File: src/rtl/core/cvuc_pkg.sv
// Shared types, constants and keyword tables of the command-line video usecase classifier.
// No dependencies; used by cvuc_scan and cmdline_video_usecase_classifier.
package cvuc_pkg;

  localparam int unsigned LIMIT_W = 16;
  localparam int unsigned CFG_ADDR_W = 2;

  localparam logic [LIMIT_W-1:0] SMALL_LIMIT_RESET = 16'd720;
  localparam logic [LIMIT_W-1:0] MID_LIMIT_RESET = 16'd1080;

  // Configuration register indexes
  localparam logic [CFG_ADDR_W-1:0] CFG_SMALL_LIMIT = 2'd0;
  localparam logic [CFG_ADDR_W-1:0] CFG_MID_LIMIT = 2'd1;

  // Usecase codes
  typedef logic [2:0] usecase_t;
  localparam usecase_t UC_NONE      = 3'd0;
  localparam usecase_t UC_DECODE    = 3'd1;
  localparam usecase_t UC_ENC_SMALL = 3'd2;
  localparam usecase_t UC_ENC_MID   = 3'd3;
  localparam usecase_t UC_ENC_LARGE = 3'd4;
  localparam usecase_t UC_ENC_MANY  = 3'd5;
  localparam usecase_t UC_ENC_DEC   = 3'd6;

  // Characters
  localparam logic [7:0] CH_NUL   = 8'h00;
  localparam logic [7:0] CH_SPACE = 8'h20;
  localparam logic [7:0] CH_TAB   = 8'h09;
  localparam logic [7:0] CH_CR    = 8'h0D;
  localparam logic [7:0] CH_PLUS  = 8'h2B;
  localparam logic [7:0] CH_MINUS = 8'h2D;
  localparam logic [7:0] CH_ZERO  = 8'h30;
  localparam logic [7:0] CH_NINE  = 8'h39;
  localparam logic [7:0] CH_V     = 8'h76;
  localparam logic [7:0] CH_Q     = 8'h71;
  localparam logic [7:0] CH_T     = 8'h74;
  localparam logic [7:0] CH_H     = 8'h68;
  localparam logic [7:0] CH_E     = 8'h65;

  // Keyword lengths
  localparam logic [3:0] ENC_LEN  = 4'd11;
  localparam logic [3:0] DEC_LEN  = 4'd11;
  localparam logic [3:0] PRV_LEN  = 4'd10;
  localparam logic [2:0] HKEY_LEN = 3'd7;

  // Keyword tables, padded with NUL; a NUL byte never reaches the matchers.
  localparam logic [7:0] ENC_KW [16] = '{
    8'h76, 8'h34, 8'h6C, 8'h32, 8'h68, 8'h32, 8'h36, 8'h34,
    8'h65, 8'h6E, 8'h63, 8'h00, 8'h00, 8'h00, 8'h00, 8'h00
  };
  localparam logic [7:0] DEC_KW [16] = '{
    8'h76, 8'h34, 8'h6C, 8'h32, 8'h68, 8'h32, 8'h36, 8'h34,
    8'h64, 8'h65, 8'h63, 8'h00, 8'h00, 8'h00, 8'h00, 8'h00
  };
  localparam logic [7:0] PRV_KW [16] = '{
    8'h71, 8'h74, 8'h69, 8'h71, 8'h6D, 8'h6D, 8'h66, 8'h73,
    8'h72, 8'h63, 8'h00, 8'h00, 8'h00, 8'h00, 8'h00, 8'h00
  };
  localparam logic [7:0] HKEY_KW [8] = '{
    8'h68, 8'h65, 8'h69, 8'h67, 8'h68, 8'h74, 8'h3D, 8'h00
  };

  // Beat handed from the input stage to the scanner
  typedef struct packed {
    logic       step;
    logic [7:0] text_byte;
    logic       is_last;
  } cvuc_beat_t;

  typedef struct packed {
    logic [LIMIT_W-1:0] small_limit;
    logic [LIMIT_W-1:0] mid_limit;
  } cvuc_limits_t;

  // Matcher for the codec keywords: 'v' occurs only at their head,
  // so a mismatch falls back to one or zero.
  function automatic logic [3:0] codec_step(logic [3:0] pos, logic [7:0] exp_c,
                                            logic [7:0] c);
    logic [3:0] res;
    if (c == exp_c) begin
      res = pos + 4'd1;
    end else if (c == CH_V) begin
      res = 4'd1;
    end else begin
      res = 4'd0;
    end
    return res;
  endfunction

  // Preview keyword: 'q' recurs at position 3, so "qtiq" then 't' keeps "qt".
  function automatic logic [3:0] prv_step(logic [3:0] pos, logic [7:0] c);
    logic [3:0] res;
    if (c == PRV_KW[pos]) begin
      res = pos + 4'd1;
    end else if (pos == 4'd4 && c == CH_T) begin
      res = 4'd2;
    end else if (c == CH_Q) begin
      res = 4'd1;
    end else begin
      res = 4'd0;
    end
    return res;
  endfunction

  // Height key: 'h' recurs at position 4, so "heigh" then 'e' keeps "he".
  function automatic logic [2:0] hkey_step(logic [2:0] pos, logic [7:0] c);
    logic [2:0] res;
    if (c == HKEY_KW[pos]) begin
      res = pos + 3'd1;
    end else if (pos == 3'd5 && c == CH_E) begin
      res = 3'd2;
    end else if (c == CH_H) begin
      res = 3'd1;
    end else begin
      res = 3'd0;
    end
    return res;
  endfunction

endpackage

File: src/rtl/core/cmdline_video_usecase_classifier.sv
// Top level of the command-line video usecase classifier: handshakes, limits, result register.
// Depends on cvuc_pkg and cvuc_scan.
//
// Usage:
//   The input stream carries one command-line byte per beat in in_tdata, with
//   in_tlast on the final byte of the line. A zero byte ends the string; bytes
//   after it are ignored until the beat with in_tlast. That last beat yields
//   exactly one output beat whose out_tdata holds the usecase code; no other
//   beat produces output. The scan state then clears for the next line.
//   The two height limits are written through cfg_wr_en / cfg_addr / cfg_wdata
//   while the block is idle; writes to other indexes are dropped.
// Timing:
//   One byte per cycle, sustained unless a last byte waits on a full output slot.
//   An accepted beat sits in the input register while the scanner updates its
//   matchers; on a last beat the usecase is captured in the output register as
//   the beat leaves the input register, which raises out_tvalid. The scanner
//   updates all matchers in one step, which is what sets the one-beat-per-cycle rate.
// Reset and stall:
//   rst_n (synchronous, active low) clears both stages, the scan state and sets
//   the limits to 720 and 1080. While out_tready is low with a result pending,
//   non-last bytes keep flowing; a second last byte holds in the input register
//   and in_tready drops until the pending result is taken.
module cmdline_video_usecase_classifier (
  input  logic                              clk,
  input  logic                              rst_n,
  // input stream
  input  logic                              in_tvalid,
  output logic                              in_tready,
  input  logic [7:0]                        in_tdata,   // [7:0] text_byte
  input  logic                              in_tlast,   // is_last
  // result stream
  output logic                              out_tvalid,
  input  logic                              out_tready,
  output logic [7:0]                        out_tdata,  // [2:0] usecase, [7:3] zero
  // configuration writes
  input  logic                              cfg_wr_en,
  input  logic [cvuc_pkg::CFG_ADDR_W-1:0]   cfg_addr,
  input  logic [cvuc_pkg::LIMIT_W-1:0]      cfg_wdata
);

  logic                   s1_valid_r, s1_valid_nxt;
  logic [7:0]             s1_byte_r;
  logic                   s1_last_r;
  logic                   s1_go;
  logic                   in_fire;
  logic                   out_valid_r, out_valid_nxt;
  cvuc_pkg::usecase_t     out_usecase_r;
  cvuc_pkg::usecase_t     usecase;
  cvuc_pkg::cvuc_beat_t   beat;
  cvuc_pkg::cvuc_limits_t limits_r;

  // Retire the held beat unless it needs the output slot and that slot is full
  assign s1_go     = s1_valid_r && (!s1_last_r || !out_valid_r || out_tready);
  assign in_tready = !s1_valid_r || s1_go;
  assign in_fire   = in_tvalid && in_tready;

  assign s1_valid_nxt  = in_fire || (s1_valid_r && !s1_go);
  assign out_valid_nxt = (out_valid_r && !out_tready) || (s1_go && s1_last_r);

  assign beat.step      = s1_go;
  assign beat.text_byte = s1_byte_r;
  assign beat.is_last   = s1_last_r;

  cvuc_scan u_scan (
    .clk     (clk),
    .rst_n   (rst_n),
    .beat    (beat),
    .limits  (limits_r),
    .usecase (usecase)
  );

  always_ff @(posedge clk) begin
    if (!rst_n) begin
      s1_valid_r  <= 1'b0;
      out_valid_r <= 1'b0;
    end else begin
      s1_valid_r  <= s1_valid_nxt;
      out_valid_r <= out_valid_nxt;
    end
  end

  // Payload registers: advance on a fresh beat, capture the code on a last beat
  always_ff @(posedge clk) begin
    if (in_fire) begin
      s1_byte_r <= in_tdata;
      s1_last_r <= in_tlast;
    end
    if (s1_go && s1_last_r) begin
      out_usecase_r <= usecase;
    end
  end

  // Height limits
  always_ff @(posedge clk) begin
    if (!rst_n) begin
      limits_r.small_limit <= cvuc_pkg::SMALL_LIMIT_RESET;
      limits_r.mid_limit   <= cvuc_pkg::MID_LIMIT_RESET;
    end else if (cfg_wr_en) begin
      unique case (cfg_addr)
        cvuc_pkg::CFG_SMALL_LIMIT: limits_r.small_limit <= cfg_wdata;
        cvuc_pkg::CFG_MID_LIMIT:   limits_r.mid_limit   <= cfg_wdata;
        default: ;
      endcase
    end
  end

  assign out_tvalid = out_valid_r;
  assign out_tdata  = {5'b00000, out_usecase_r};

endmodule

File: src/rtl/core/cvuc_scan.sv
// Scan state of the classifier: keyword matchers, height parser and usecase decision.
// Depends on cvuc_pkg.
module cvuc_scan (
  input  logic                    clk,
  input  logic                    rst_n,
  input  cvuc_pkg::cvuc_beat_t    beat,
  input  cvuc_pkg::cvuc_limits_t  limits,
  output cvuc_pkg::usecase_t      usecase
);

  typedef enum logic [1:0] {HP_KEY, HP_SPACE, HP_DIGITS, HP_DONE} hphase_t;

  logic [3:0]  enc_pos_r, enc_pos_nxt, enc_pos_s;
  logic [3:0]  dec_pos_r, dec_pos_nxt, dec_pos_s;
  logic [3:0]  prv_pos_r, prv_pos_nxt, prv_pos_s;
  logic [2:0]  hkey_pos_r, hkey_pos_nxt, hkey_pos_s;
  logic [1:0]  enc_cnt_r, enc_cnt_nxt, enc_cnt_s;
  logic        dec_seen_r, dec_seen_nxt, dec_seen_s;
  logic [1:0]  prv_cnt_r, prv_cnt_nxt, prv_cnt_s;
  hphase_t     phase_r, phase_nxt, phase_s;
  logic        neg_r, neg_nxt, neg_s;
  logic [15:0] height_r, height_nxt, height_s;
  logic        ended_r, ended_nxt, ended_s;

  logic [7:0]  c;
  logic        is_ws;
  logic        is_digit;
  logic [3:0]  digit;
  logic [19:0] height_acc;
  logic [1:0]  enc_eff;
  logic        from_prv;
  logic [15:0] height_eff;

  assign c        = beat.text_byte;
  assign is_ws    = (c == cvuc_pkg::CH_SPACE) ||
                    (c >= cvuc_pkg::CH_TAB && c <= cvuc_pkg::CH_CR);
  assign is_digit = (c >= cvuc_pkg::CH_ZERO) && (c <= cvuc_pkg::CH_NINE);
  assign digit    = c[3:0];
  // value * 10 + digit, as (v << 3) + (v << 1) + d
  assign height_acc = {1'b0, height_r, 3'b000} + {3'b000, height_r, 1'b0}
                    + {16'd0, digit};

  always_comb begin
    enc_pos_s  = enc_pos_r;
    dec_pos_s  = dec_pos_r;
    prv_pos_s  = prv_pos_r;
    hkey_pos_s = hkey_pos_r;
    enc_cnt_s  = enc_cnt_r;
    dec_seen_s = dec_seen_r;
    prv_cnt_s  = prv_cnt_r;
    phase_s    = phase_r;
    neg_s      = neg_r;
    height_s   = height_r;
    ended_s    = ended_r;

    if (!ended_r) begin
      if (c == cvuc_pkg::CH_NUL) begin
        ended_s = 1'b1;
      end else begin
        unique case (phase_r)
          HP_KEY: begin
            hkey_pos_s = cvuc_pkg::hkey_step(hkey_pos_r, c);
            if (hkey_pos_s == cvuc_pkg::HKEY_LEN) begin
              hkey_pos_s = 3'd0;
              phase_s    = HP_SPACE;
            end
          end
          HP_SPACE: begin
            if (is_ws) begin
              phase_s = HP_SPACE;
            end else if (c == cvuc_pkg::CH_PLUS || c == cvuc_pkg::CH_MINUS) begin
              neg_s   = (c == cvuc_pkg::CH_MINUS);
              phase_s = HP_DIGITS;
            end else if (is_digit) begin
              height_s = {12'd0, digit};
              phase_s  = HP_DIGITS;
            end else begin
              phase_s = HP_DONE;
            end
          end
          HP_DIGITS: begin
            if (is_digit) begin
              height_s = (height_acc > 20'd65535) ? 16'hFFFF : height_acc[15:0];
            end else begin
              phase_s = HP_DONE;
            end
          end
          HP_DONE: begin
            phase_s = HP_DONE;
          end
        endcase

        enc_pos_s = cvuc_pkg::codec_step(enc_pos_r, cvuc_pkg::ENC_KW[enc_pos_r], c);
        if (enc_pos_s == cvuc_pkg::ENC_LEN) begin
          enc_pos_s = 4'd0;
          if (enc_cnt_r != 2'd2) begin
            enc_cnt_s = enc_cnt_r + 2'd1;
          end
        end
        dec_pos_s = cvuc_pkg::codec_step(dec_pos_r, cvuc_pkg::DEC_KW[dec_pos_r], c);
        if (dec_pos_s == cvuc_pkg::DEC_LEN) begin
          dec_pos_s  = 4'd0;
          dec_seen_s = 1'b1;
        end
        prv_pos_s = cvuc_pkg::prv_step(prv_pos_r, c);
        if (prv_pos_s == cvuc_pkg::PRV_LEN) begin
          prv_pos_s = 4'd0;
          if (prv_cnt_r != 2'd2) begin
            prv_cnt_s = prv_cnt_r + 2'd1;
          end
        end
      end
    end

    // Clear the scan after the last byte of a line
    if (beat.is_last) begin
      enc_pos_nxt  = 4'd0;
      dec_pos_nxt  = 4'd0;
      prv_pos_nxt  = 4'd0;
      hkey_pos_nxt = 3'd0;
      enc_cnt_nxt  = 2'd0;
      dec_seen_nxt = 1'b0;
      prv_cnt_nxt  = 2'd0;
      phase_nxt    = HP_KEY;
      neg_nxt      = 1'b0;
      height_nxt   = 16'd0;
      ended_nxt    = 1'b0;
    end else begin
      enc_pos_nxt  = enc_pos_s;
      dec_pos_nxt  = dec_pos_s;
      prv_pos_nxt  = prv_pos_s;
      hkey_pos_nxt = hkey_pos_s;
      enc_cnt_nxt  = enc_cnt_s;
      dec_seen_nxt = dec_seen_s;
      prv_cnt_nxt  = prv_cnt_s;
      phase_nxt    = phase_s;
      neg_nxt      = neg_s;
      height_nxt   = height_s;
      ended_nxt    = ended_s;
    end
  end

  // Usecase decision on the state after this byte
  always_comb begin
    from_prv   = (enc_cnt_s == 2'd0) && !dec_seen_s;
    enc_eff    = from_prv ? prv_cnt_s : enc_cnt_s;
    height_eff = (from_prv || neg_s) ? 16'd0 : height_s;
    usecase    = dec_seen_s ? cvuc_pkg::UC_DECODE : cvuc_pkg::UC_NONE;
    if (enc_eff == 2'd2) begin
      usecase = cvuc_pkg::UC_ENC_MANY;
    end else if (enc_eff == 2'd1) begin
      if (height_eff <= limits.small_limit) begin
        usecase = cvuc_pkg::UC_ENC_SMALL;
      end else if (height_eff <= limits.mid_limit) begin
        usecase = cvuc_pkg::UC_ENC_MID;
      end else begin
        usecase = cvuc_pkg::UC_ENC_LARGE;
      end
    end
    if (enc_eff != 2'd0 && dec_seen_s) begin
      usecase = cvuc_pkg::UC_ENC_DEC;
    end
  end

  always_ff @(posedge clk) begin
    if (!rst_n) begin
      enc_pos_r  <= 4'd0;
      dec_pos_r  <= 4'd0;
      prv_pos_r  <= 4'd0;
      hkey_pos_r <= 3'd0;
      enc_cnt_r  <= 2'd0;
      dec_seen_r <= 1'b0;
      prv_cnt_r  <= 2'd0;
      phase_r    <= HP_KEY;
      neg_r      <= 1'b0;
      height_r   <= 16'd0;
      ended_r    <= 1'b0;
    end else if (beat.step) begin
      enc_pos_r  <= enc_pos_nxt;
      dec_pos_r  <= dec_pos_nxt;
      prv_pos_r  <= prv_pos_nxt;
      hkey_pos_r <= hkey_pos_nxt;
      enc_cnt_r  <= enc_cnt_nxt;
      dec_seen_r <= dec_seen_nxt;
      prv_cnt_r  <= prv_cnt_nxt;
      phase_r    <= phase_nxt;
      neg_r      <= neg_nxt;
      height_r   <= height_nxt;
      ended_r    <= ended_nxt;
    end
  end

endmodule
File: config.mk
export PLATFORM = sky130hd
export DESIGN_NAME = cmdline_video_usecase_classifier
export DESIGN_NICKNAME = d
export VERILOG_FILES = /design/src/rtl/core/cvuc_pkg.sv /design/src/rtl/core/cmdline_video_usecase_classifier.sv /design/src/rtl/core/cvuc_scan.sv
export SDC_FILE = /design/constraint.sdc
export NUM_CORES = 1
export LEC_CHECK = 0
export BUFFER_PORTS_ARGS = -buffer_cell sky130_fd_sc_hd__buf_2
export CORE_MARGIN = 4
export CORE_UTILIZATION = 45
export DETAILED_ROUTE_END_ITERATION = 10
export SYNTH_ARGS = -nofsm -noshare
export SYNTH_HDL_FRONTEND = slang
export SYNTH_SLANG_ARGS = --single-unit
File: constraint.sdc
create_clock -name clk -period 6.55 [get_ports clk]
set_clock_uncertainty 0.05 [all_clocks]
set_input_delay 0.9825 -clock clk [delete_from_list [all_inputs] [get_ports clk]]
set_output_delay 0.9825 -clock clk [all_outputs]
set_load 0.005 [all_outputs]
==> results.md, run 1 <==
* Period utilization at 86.02%
* Boundary Pins at 42
* Max Cap Viol at 0
* Initial antenna violation count at 0
* Initial Utilization at 45.76%
* Die span in x at 137.9 um
* Reg-to-reg endpoint: out_usecase_r[2]
* H-tree depth at 3
* # rows at 47
* Met1 usage at 32.28%
* Final wirelength at 19,810 um
* Register area share after synthesis at 24.27%
* Clock transition at the registers of the reported paths at 70 ps
* Worst path max stage delay at 540 ps
* Worst Path Class, Setup: flop to flop
* Post-CTS setup buffers at 0
* Final Cell Area at 8173 um2
* WP data arrival at 5680 ps
* Tmin final at 5635 ps
* Nets@finish at 1,102
* DR vias/cell at 5.740
* Layout cells sized above 1 at 8.749%
* Die Height at 137.9 um
* GRT busiest layer: met2
* Diodes inserted at 0
* PostCTS Resize Cnt at 0
* Final ANT Viol Nets at 0
* Most frequently used flop master after synthesis: dfxtp_1
* Synth area leader: dfxtp_1
* Cells after synthesis at 972
* Worst path required time at 6600 ps
* Slew margin rel. at 27.38%
* Status: finished, final reports clean
* First-pass GRT wire length at 32,930 um
* Worst-margin pin slew at 1085 ps
* Iter 0 DRT Violations at 530
* Area after DPL at 7875 um2
* Count of cell types in the netlist at 86
* Synth top area cells: dfxtp_1, ha_1, a21oi_1, nand2_1, edfxtp_1
* Slowest CP cell: nor3_4
* Crit-path cells: inv_1, fa_1, inv_1, fa_1, a211oi_1, o21ai_1, or3b_1, nand2_1, and3_4, nor3_4, a21oi_1, a21oi_1, nor3_1, ha_1, a21o_1, a21oi_1, o21ai_0, a221oi_1, o21ai_0, nand2_1, nor4_1, o31ai_1, nor3_2
* CTS Buffer Depth at 2
* All-Layer GR Usage at 21.62%
* Total power at 1.184 mW
* CTS tree: yes
* Dpl hpwl at 14,630 um
* Vias in the first global route at 6,404
* Most common cell in the netlist: nand2_1
* Ys async rst share at 0%
* DR pass1 iterations at 5
* Yosys warnings at 0
* Area grow syn2layout at 7.700%
* Met3 usage at 3.882%
* Placed Cells at 1,187
* Final Hold Fails at 0
* Fin util at 49.28%
* Area of the core at 16,580 um2
* Commonest cells in the netlist: nand2_1, a21oi_1, ha_1
* Power Density at 144.9 nW/um2
* DRC viols at 0
* Met2 usage at 32.40%
* Worst VDD drop at 0.0001667 V
* Root Driver: clkbuf_16
* Share of the synthesized area in the top cell type at 19.52%
* Via count at 6,905
* CTS sink cnt at 86
* Setup_tns at 0 ps
* Leakage dissipation at 3.280 nW
* Most frequent cell on the critical path: a21oi_1
* Hold Path Class: flop to flop
* Setup repair after global routing missed its margin: false
* Fin. max-slew vios at 0
* R2R Setup Slk at 920 ps
* Wirelength per Cell at 16.47 um
* Critical hold path startpoint: limits_r[31]
* CTS Buf Count at 9
* Register area at 1842 um2
* Yosys reg bits at 86
* Highest clock rate at 177.5 MHz
* Cell depth of the worst flop-to-flop path at 23
* Hold endpoint: limits_r[31]
* Startpoint Class: flop
* Clk Latency, worst-skew pair at 350 ps
* # setup viols final at 0
* Synth Cell Area at 7589 um2
* Hold Crit Depth at 2
* Filler cell count at 1,680
* Gr ovfl total at 0
* Port buffer count at 36
* Reg2Reg Launch Point: s1_byte_r[3]
* CTS Hold Buffers Added at 0
* Mean Syn Cell Area at 7.807 um2
* Largest net degree at the start of global routing at 50
* Post-synth EDFFs at 12
* Post-route insts no fill at 1,203
* GPL Wtd Cong at 0.8735
* Area of the die at 19,010 um2
* CP Capture Type: flop
* Crit path max fanout at 16
* Multi-input gate area at 5263 um2
[placed cells by master (no fill, tap or decap), types with 20 or more instances in the layout]
cell type / instances
nand2_1: 114
o21ai_0: 47
nand3_1: 20
nor2_1: 60
ha_1: 90
nor3_1: 20
a21oi_1: 90
buf_2: 36
dfxtp_1: 74
inv_1: 70
[final cells by class]
cell class,instances,share of cell area [%]
Clock buffer,9,2.756
Clock inverter,7,0.8879
Inverter,70,3.215
Multi-Input combinational cell,768,64.39
Sequential cell,86,22.54
Tap cell,220,3.368
Timing Repair Buffer,43,2.848
[layer usage]
metal | routed length (um) | share of wire [%]
met5 | 0 | 0
met4 | 241 | 1.2
met3 | 1032 | 5.2
met2 | 8485 | 43
met1 | 10050 | 51
[metrics by stage]
stage / hold slack (ps) / setup slack (ps)
6_report: 409.3 / 915.4
3_5_place_dp: 397.7 / 954.9
4_1_cts: 408.7 / 904.2
5_1_grt: 426.3 / 313.0
3_3_place_gp: 393.8 / 1030
2_1_floorplan: 386.3 / 1044
[sequential cells by signal (all words and copies together), names as in the netlist]
signal / flops
u_scan.prv_pos_r: 4
u_scan.ended_r: 1
s1_byte_r: 8
u_scan.dec_seen_r: 1
u_scan.hkey_pos_r: 3
u_scan.prv_cnt_r: 2
u_scan.height_r: 16
u_scan.enc_pos_r: 4
u_scan.phase_r: 2
u_scan.neg_r: 1
s1_last_r: 1
u_scan.enc_cnt_r: 2
s1_valid_r: 1
out_tvalid: 1
out_usecase_r: 3
limits_r: 32
u_scan.dec_pos_r: 4
[worst max-delay path by stage]
stage | start | endpoint | slack [ps] | cells after the start
2_1_floorplan | s1_byte_r[3] | out_usecase_r[2] | 1040 | 25
3_3_place_gp | s1_byte_r[3] | out_usecase_r[2] | 1030 | 23
3_5_place_dp | s1_byte_r[3] | out_usecase_r[2] | 950 | 23
4_1_cts | s1_byte_r[3] | out_usecase_r[2] | 900 | 23
5_1_grt | s1_byte_r[3] | out_usecase_r[2] | 310 | 23
6_report | s1_byte_r[3] | out_usecase_r[2] | 920 | 23
[critical path: cells and delay by family (launching register included)]
family | cells | cell delay, ps
adders and majority gates | 3 | 1340
AOI/OAI and AO/OA | 10 | 2170
DFF | 1 | 360
buffers and inverters | 2 | 150
and+or+nand+nor | 8 | 1300
[cell families (layout without fill, tap and decap cells)]
logic type	after synthesis	count (layout)	synth area share (%)
AOI/OAI and AO/OA	291	291	25.62
buffers and inverters	122	129	6.645
adders and majority gates	92	92	15.37
muxes	3	3	0.3957
DFF	86	86	24.27
and+or+nand+nor	344	344	23.84
other	1	5	0.04942
xor gates and xnor gates	33	33	3.809
[report_power, final]
| group | switching [mW] | internal, mW | leakage (nW) |
|---|---|---|---|
| clock network | 0.250 | 0.269 | 0.143 |
| registers | 0.0153 | 0.546 | 0.718 |
| logic | 0.0671 | 0.0362 | 2.42 |
| total | 0.333 | 0.851 | 3.28 |
Power figures use the tool's default switching activity.
==> inputs of run 2 (changes only) <==
--- a/config.mk
+++ b/config.mk
@@ -8,7 +8,9 @@
 export BUFFER_PORTS_ARGS = -buffer_cell sky130_fd_sc_hd__buf_2
 export CORE_MARGIN = 4
 export CORE_UTILIZATION = 45
+export CTS_BUF_LIST = sky130_fd_sc_hd__clkbuf_4 sky130_fd_sc_hd__clkbuf_8
 export DETAILED_ROUTE_END_ITERATION = 10
 export SYNTH_ARGS = -nofsm -noshare
 export SYNTH_HDL_FRONTEND = slang
+export SYNTH_HIERARCHICAL = 1
 export SYNTH_SLANG_ARGS = --single-unit
==> constraint.sdc (replaced) <==
create_clock -name clk -period 6.1 [get_ports clk]
set_clock_uncertainty 0.05 [all_clocks]
set_input_delay 0.915 -clock clk [delete_from_list [all_inputs] [get_ports clk]]
set_output_delay 0.915 -clock clk [all_outputs]
set_load 0.005 [all_outputs]
==> results.md, run 2 <==
* Area of the die at 19,080 um2 (was 19,010 um2)
* Die Height at 138.1 um (was 137.9 um)
* Final Cell Area at 8059 um2 (was 8173 um2)
* Worst-margin pin slew at 815.7 ps (was 1085 ps)
* Slowest CP cell: fa_1 (was nor3_4)
* CTS Buf Count at 9 (unchanged)
* All-Layer GR Usage at 19.39% (was 21.62%)
* Port buffer count at 36 (unchanged)
* Register area share after synthesis at 24.17% (was 24.27%)
* Count of cell types in the netlist at 84 (was 86)
* Initial antenna violation count at 0 (unchanged)
* DRC viols at 0 (unchanged)
* Fin. max-slew vios at 0 (unchanged)
* Post-synth EDFFs at 12 (unchanged)
* Diodes inserted at 0 (unchanged)
* Hold Path Class: flop to flop (unchanged)
* Wirelength per Cell at 16.18 um (was 16.47 um)
* Synth Cell Area at 7620 um2 (was 7589 um2)
* Part of the power in combinational logic at 10.1% (was 8.7%)
* CTS Hold Buffers Added at 0 (unchanged)
* CTS sink cnt at 86 (unchanged)
* Delay-heaviest family, CP: compound AO/OA/AOI/OAI gates (unchanged)
* Worst Path Class, Setup: flop to flop (unchanged)
* Largest net degree at the start of global routing at 82 (was 50)
* Crit-path cells: fa_1, ha_1, a211oi_1, o211ai_1, a31oi_1, mux2_2, and4bb_1, nand3_1, buf_4, o21a_1, o21ai_0, a21oi_1, ha_1, a21o_1, a21o_1, a211oi_1, o21bai_1, a21o_1, a221oi_2, a21oi_1, mux2i_1, nor3b_1, a211oi_1 (was inv_1, fa_1, inv_1, fa_1, a211oi_1, o21ai_1, or3b_1, nand2_1, and3_4, nor3_4, a21oi_1, a21oi_1, nor3_1, ha_1, a21o_1, a21oi_1, o21ai_0, a221oi_1, o21ai_0, nand2_1, nor4_1, o31ai_1, nor3_2)
* Commonest cells in the netlist: nand2_1, ha_1, dfxtp_1 (was nand2_1, a21oi_1, ha_1)
* Clock transition at the registers of the reported paths at 90 ps (was 70 ps)
* Commonest non-fill, non-tap cell in the layout: nand2_1 (unchanged)
* Vias in the first global route at 6,181 (was 6,404)
* DR vias/cell at 5.693 (was 5.740)
* Nets@finish at 1,075 (was 1,102)
* Area of the core at 16,580 um2 (unchanged)
* # setup viols final at 0 (unchanged)
* H-tree depth at 3 (unchanged)
* Post-CTS setup buffers at 0 (unchanged)
* PostCTS Resize Cnt at 0 (unchanged)
* Worst path required time at 6260 ps (was 6600 ps)
* Area grow syn2layout at 5.764% (was 7.700%)
* Crit path max fanout at 15 (was 16)
* Cells after synthesis at 949 (was 972)
* Most frequently used flop master after synthesis: dfxtp_1 (unchanged)
* Area after DPL at 7797 um2 (was 7875 um2)
* Share of the synthesized area in the top cell type at 19.44% (was 19.52%)
* Synth top area cells: dfxtp_1, ha_1, nand2_1, edfxtp_1, mux2i_1 (was dfxtp_1, ha_1, a21oi_1, nand2_1, edfxtp_1)
* Final wirelength at 19,020 um (was 19,810 um)
* Clk Latency, worst-skew pair at 370 ps (was 350 ps)
* Slew margin rel. at 45.45% (was 27.38%)
* Fin util at 48.60% (was 49.28%)
* Highest clock rate at 173.6 MHz (was 177.5 MHz)
* Mean Syn Cell Area at 8.029 um2 (was 7.807 um2)
* Ys async rst share at 0% (unchanged)
* Worst VDD drop at 0.0001245 V (was 0.0001667 V)
* WP buf/inv at 1 (was 2)
* P_int at 0.9227 mW (was 0.8513 mW)
* Yosys reg bits at 86 (unchanged)
* Power Density at 153.0 nW/um2 (was 144.9 nW/um2)
* Status: finished, final reports clean (unchanged)
* CP Capture Type: flop (unchanged)
* DR pass1 iterations at 4 (was 5)
* Boundary Pins at 42 (unchanged)
* Max reg flops at 32 (unchanged)
* CTS tree: yes (unchanged)
* Largest registers: limits_r x32, u_scan/height_r x16, s1_byte_r x8 (was limits_r x32, u_scan.height_r x16, s1_byte_r x8)
* Iter 0 DRT Violations at 492 (was 530)
* Gr ovfl total at 0 (unchanged)
* WP data arrival at 5920 ps (was 5680 ps)
* Period utilization at 94.42% (was 86.02%)
* Final Hold Fails at 0 (unchanged)
* Clock share of power at 41.2% (was 43.8%)
* Dpl hpwl at 14,290 um (was 14,630 um)
* Max Cap Viol at 0 (unchanged)
* Root Driver: clkbuf_8 (was clkbuf_16)
* Most common cell in the netlist: nand2_1 (unchanged)
* Leakage dissipation at 3.295 nW (was 3.280 nW)
* Setup repair after global routing missed its margin: false (unchanged)
* Layout cells sized above 1 at 9.100% (was 8.749%)
* Biggest register: limits_r (unchanged)
* Setup_tns at 0 ps (unchanged)
* Sequential share of power at 48.7% (was 47.4%)
* Die span in x at 138.1 um (was 137.9 um)
* Sw Ratio at 25.18% (was 28.09%)
* # rows at 47 (unchanged)
* Most frequent cells in the layout: nand2_1, ha_1, dfxtp_1 (was nand2_1, a21oi_1, ha_1)
* Startpoint Class: flop (unchanged)
* First-pass GRT wire length at 31,400 um (was 32,930 um)
* Worst path max stage delay at 540 ps (about the same)
* Via count at 6,695 (was 6,905)
* Final ANT Viol Nets at 0 (unchanged)
* CTS Buffer Depth at 2 (unchanged)
* Switch Pwr at 0.3105 mW (was 0.3326 mW)
* Initial Utilization at 45.95% (was 45.76%)
* Yosys warnings at 6 (was 0)
* GPL Wtd Cong at 0.8849 (was 0.8735)
* Synth area leader: dfxtp_1 (unchanged)
* Tmin final at 5760 ps (was 5635 ps)
* Filler cell count at 1,649 (was 1,680)
## run 2: logic make-up after synthesis
kind of cell    synth area share, %
fa+ha+maj                     15.30
compound gates                23.63
simple gates                  20.12
other cells                 0.04921
flops                         24.17
buf+inv                       8.424
mux                           4.631
xor+xnor                      3.678
## run 2: worst register-to-register path, delay by kind of cell (launching register included)
family / cells / cell delay, ps
multiplexers: 2 / 570
flip-flops: 1 / 430
AO/OA/AOI/OAI: 14 / 2710
AND/OR/NAND/NOR: 3 / 440
adder cells (fa/ha/maj): 3 / 1160
buffers and inverters: 1 / 210
## run 2: worst paths after layout
check / slack [ps] / from / to / cells after the start
worst min-delay path: 410 / limits_r[21] / limits_r[21] / 2
worst max-delay path: 340 / s1_byte_r[3] / out_usecase_r[1] / 23
worst max register to register: 340 / s1_byte_r[3] / out_usecase_r[1] / 23
worst min register to register: 410 / limits_r[21] / limits_r[21] / 2
## run 2: layer usage
layer | part of all wire (%) | up-vias | global-route usage, %
met2 | 43 | 180 | 29.37
li1 | - | 3416 | -
met3 | 4.8 | 16 | 2.521
met5 | 0 | - | 0
met1 | 51 | 3083 | 29.47
met4 | 0.96 | 0 | 4.108
## run 2: power groups by stage
stage | clock, mW | combinational (mW) | sequential (mW)
after CTS | 0.519 | 0.124 | 0.600
after floorplan | 0 | 0.0962 | 0.607
after detailed placement | 0 | 0.123 | 0.613
after global routing | 0.541 | 0.139 | 0.602
after global placement | 0 | 0.124 | 0.613
final | 0.508 | 0.125 | 0.600
## run 2: final cells by class
type                    count  area, um2  area share [%]
flip-flops and latches     86       1842           22.85
well taps                 220      275.3           3.416
inverters                  73      274.0           3.400
clock inverters             5      106.4           1.320
clock buffers              11      145.1           1.801
multi-input cells         735       5161           64.04
repair buffers             46      255.2           3.167
## run 2: per-stage QoR
step                      cells  power [mW]  hold slack, ps  worst slack [ps]
after floorplan             953      0.7033           384.7             837.0
after detailed placement   1160      0.7366           400.0             288.7
after global placement     1160      0.7365           394.3             405.1
after CTS                  1176       1.243           412.6             235.9
final                      1176       1.233           406.8             340.4
after global routing       1176       1.282           427.6             9.033
==> inputs of run 3 (changes only) <==
--- a/config.mk
+++ b/config.mk
@@ -5,6 +5,7 @@
 export SDC_FILE = /design/constraint.sdc
 export NUM_CORES = 1
 export LEC_CHECK = 0
+export ABC_AREA = 1
 export BUFFER_PORTS_ARGS = -buffer_cell sky130_fd_sc_hd__buf_2
 export CORE_MARGIN = 4
 export CORE_UTILIZATION = 45
==> results.md, run 3 <==
* Area grow syn2layout at 5.950% (was 5.764%)
* Clk Latency, worst-skew pair at 390 ps (was 370 ps)
* Adder-Cell Fraction of Synth Area at 14.75% (was 15.30%)
* Largest net degree at the start of global routing at 37 (was 82)
* Register area share after synthesis at 23.29% (was 24.17%)
* Gr ovfl total at 0 (unchanged)
* Commonest cells in the netlist: nand2_1, inv_1, nor2_1 (was nand2_1, ha_1, dfxtp_1)
* Initial antenna violation count at 0 (unchanged)
* Biggest register: limits_r (unchanged)
* DR pass1 iterations at 5 (was 4)
* Setup repair after global routing missed its margin: false (unchanged)
* Worst VDD drop at 0.0001378 V (was 0.0001245 V)
* Max Cap Viol at 0 (unchanged)
* Switch Pwr at 0.4175 mW (was 0.3105 mW)
* Worst path max stage delay at 570 ps (was 540 ps)
* Area of the core at 17,240 um2 (was 16,580 um2)
* Synth Area in XOR/XNOR at 2.659% (was 3.678%)
* Layout cells sized above 1 at 10.75% (was 9.100%)
* Post-synth EDFFs at 12 (unchanged)
* Die span in x at 140.6 um (was 138.1 um)
* Post-CTS setup buffers at 0 (unchanged)
* Final wirelength at 20,890 um (was 19,020 um)
* Largest registers: limits_r x32, u_scan/height_r x16, s1_byte_r x8 (unchanged)
* Sw Ratio at 33.34% (was 25.18%)
* Port buffer count at 36 (unchanged)
* Most frequently used flop master after synthesis: dfxtp_1 (unchanged)
* CP Capture Type: flop (unchanged)
* CTS Buf Count at 9 (unchanged)
* Worst path required time at 6200 ps (was 6260 ps)
* Worst-margin pin slew at 1083 ps (was 815.7 ps)
* Iter 0 DRT Violations at 549 (was 492)
* Post-Place Setup Slack at 822.9 ps (was 288.7 ps)
* Hold_ws at 415.7 ps (was 406.8 ps)
* Final Hold Fails at 0 (unchanged)
* Yosys warnings at 6 (unchanged)
* Root Driver: clkbuf_8 (unchanged)
* Cells after synthesis at 1,192 (was 949)
* Period utilization at 87.95% (was 94.42%)
* Initial Utilization at 45.87% (was 45.95%)
* PostCTS Resize Cnt at 0 (unchanged)
* Synth area leader: dfxtp_1 (unchanged)
* Area of the die at 19,750 um2 (was 19,080 um2)
* CTS Hold Buffers Added at 0 (unchanged)
* Dpl hpwl at 16,160 um (was 14,290 um)
* Sequential share of power at 49.0% (was 48.7%)
* Synth Area in Compound Gates at 13.48% (was 23.63%)
* DR vias/cell at 5.232 (was 5.693)
* Nets@finish at 1,328 (was 1,075)
* Part of the power in combinational logic at 17.7% (was 10.1%)
* Share of the synthesized area in the top cell type at 18.74% (was 19.44%)
* CTS sink cnt at 86 (unchanged)
* Slew margin rel. at 27.75% (was 45.45%)
* Diodes inserted at 0 (unchanged)
* Most frequent cells in the layout: nand2_1, inv_1, nor2_1 (was nand2_1, ha_1, dfxtp_1)
* Tmin final at 5365 ps (was 5760 ps)
* Startpoint Class: flop (unchanged)
* Synth Cell Area at 7906 um2 (was 7620 um2)
* Clock share of power at 33.3% (was 41.2%)
* DRC viols at 0 (unchanged)
* GPL Wtd Cong at 0.9000 (was 0.8849)
* Synth top area cells: dfxtp_1, ha_1, nand2_1, inv_1, nand3_1 (was dfxtp_1, ha_1, nand2_1, edfxtp_1, mux2i_1)
* Yosys reg bits at 86 (unchanged)
* P_int at 0.8347 mW (was 0.9227 mW)
* Post-Synth Simple-Gate Area at 33.55% (was 20.11%)
* CTS Buffer Depth at 2 (unchanged)
* Smallest setup slack after layout at 735.1 ps (was 340.4 ps)
* Wirelength per Cell at 14.57 um (was 16.18 um)
* Power Density at 149.5 nW/um2 (was 153.0 nW/um2)
* Worst Path Class, Setup: flop to flop (unchanged)
* Setup_tns at 0 ps (unchanged)
* Fin. max-slew vios at 0 (unchanged)
* Ys async rst share at 0% (unchanged)
* WP data arrival at 5460 ps (was 5920 ps)
* # rows at 48 (was 47)
* Most common cell in the netlist: nand2_1 (unchanged)
* # setup viols final at 0 (unchanged)
* Clock transition at the registers of the reported paths at 100 ps (was 90 ps)
* CTS tree: yes (unchanged)
* Final ANT Viol Nets at 0 (unchanged)
* Multiplexer share of the synthesized area at 0% (was 4.631%)
* Via count at 7,502 (was 6,695)
* Crit path max fanout at 15 (unchanged)
* H-tree depth at 3 (unchanged)
* All-Layer GR Usage at 21.07% (was 19.39%)
* Commonest non-fill, non-tap cell in the layout: nand2_1 (unchanged)
* Highest clock rate at 186.4 MHz (was 173.6 MHz)
* Boundary Pins at 42 (unchanged)
* Hold Path Class: flop to flop (unchanged)
* Status: finished, final reports clean (unchanged)
* Mean Syn Cell Area at 6.633 um2 (was 8.029 um2)
* Most frequent cell on the critical path: nand2_1
* Count of cell types in the netlist at 65 (was 84)
* Vias in the first global route at 6,851 (was 6,181)
* Fin util at 48.60% (about the same)
* Max reg flops at 32 (unchanged)
* Slowest CP cell: edfxtp_1 (was fa_1)
* First-pass GRT wire length at 33,880 um (was 31,400 um)
* Main combinational cell family by area after synthesis: simple AND/OR/NAND/NOR gates (was compound AO/OA/AOI/OAI gates)
* Die Height at 140.6 um (was 138.1 um)
* Leakage dissipation at 4.045 nW (was 3.295 nW)
[run 3: cell types whose count changed after synthesis, moves of 15 or more]
cell / previous run / this run
nor2_1: 44 / 114
mux2i_1: 33 / 0
inv_2: 0 / 16
nand3_1: 18 / 105
inv_1: 73 / 171
o21ai_0: 56 / 20
nand2_1: 123 / 291
xnor2_1: 21 / 6
[run 3: logic make-up after synthesis]
family,count (synthesis)
buf+inv,234
flops,86
fa+ha+maj,92
other cells,1
compound gates,161
simple gates,594
xor+xnor,24
[run 3: area by class of cell]
cell class	instances	area, um2
clock buffer	9	123.9
clock inverter	7	72.57
fill	1796	8860
inverter	191	730.7
multi-input combinational	876	5116
sequential	86	1842
tap	225	281.5
timing repair buffer	40	210.2
[run 3: through the flow]
step | power [mW] | std cells | instance area [um2]
detailed placement | 0.8467 | 1418 | 8180
global route | 1.321 | 1434 | 8377
global placement | 0.8466 | 1418 | 8180
CTS | 1.269 | 1434 | 8377
floorplan | 0.7876 | 1196 | 7921
finish | 1.252 | 1434 | 8377
[run 3: worst max-delay path, delay by kind of cell (launching register included)]
kind / cells / cell delay, ps
AND/OR/NAND/NOR: 18 / 2400
adder cells (fa/ha/maj): 4 / 1350
AO/OA/AOI/OAI: 3 / 680
flip-flops: 1 / 570
buffers and inverters: 1 / 50
[run 3: worst paths after layout]
path | from | end | cells past startpoint | slack, ps
worst max-delay path | s1_byte_r[2] | out_usecase_r[2] | 26 | 740
worst min-delay path | limits_r[20] | limits_r[20] | 2 | 420
worst max register to register | s1_byte_r[2] | out_usecase_r[2] | 26 | 740
worst min register to register | limits_r[20] | limits_r[20] | 2 | 420
[run 3: routing by layer]
layer  up-vias  global-route usage [%]  part of all wire [%]
met1      3393                   26.63                    45
met3        29                   3.209                   4.2
met5         -                       0                     0
li1       3903                       -                     -
met2       177                   36.64                    49
met4         0                   6.986                   2.1
[run 3: power groups by stage]
stage	logic, mW	registers, mW	clock network (mW)
floorplan	0.170	0.617	0
global placement	0.221	0.626	0
detailed placement	0.220	0.626	0
CTS	0.222	0.614	0.433
global route	0.251	0.616	0.453
finish	0.221	0.614	0.418
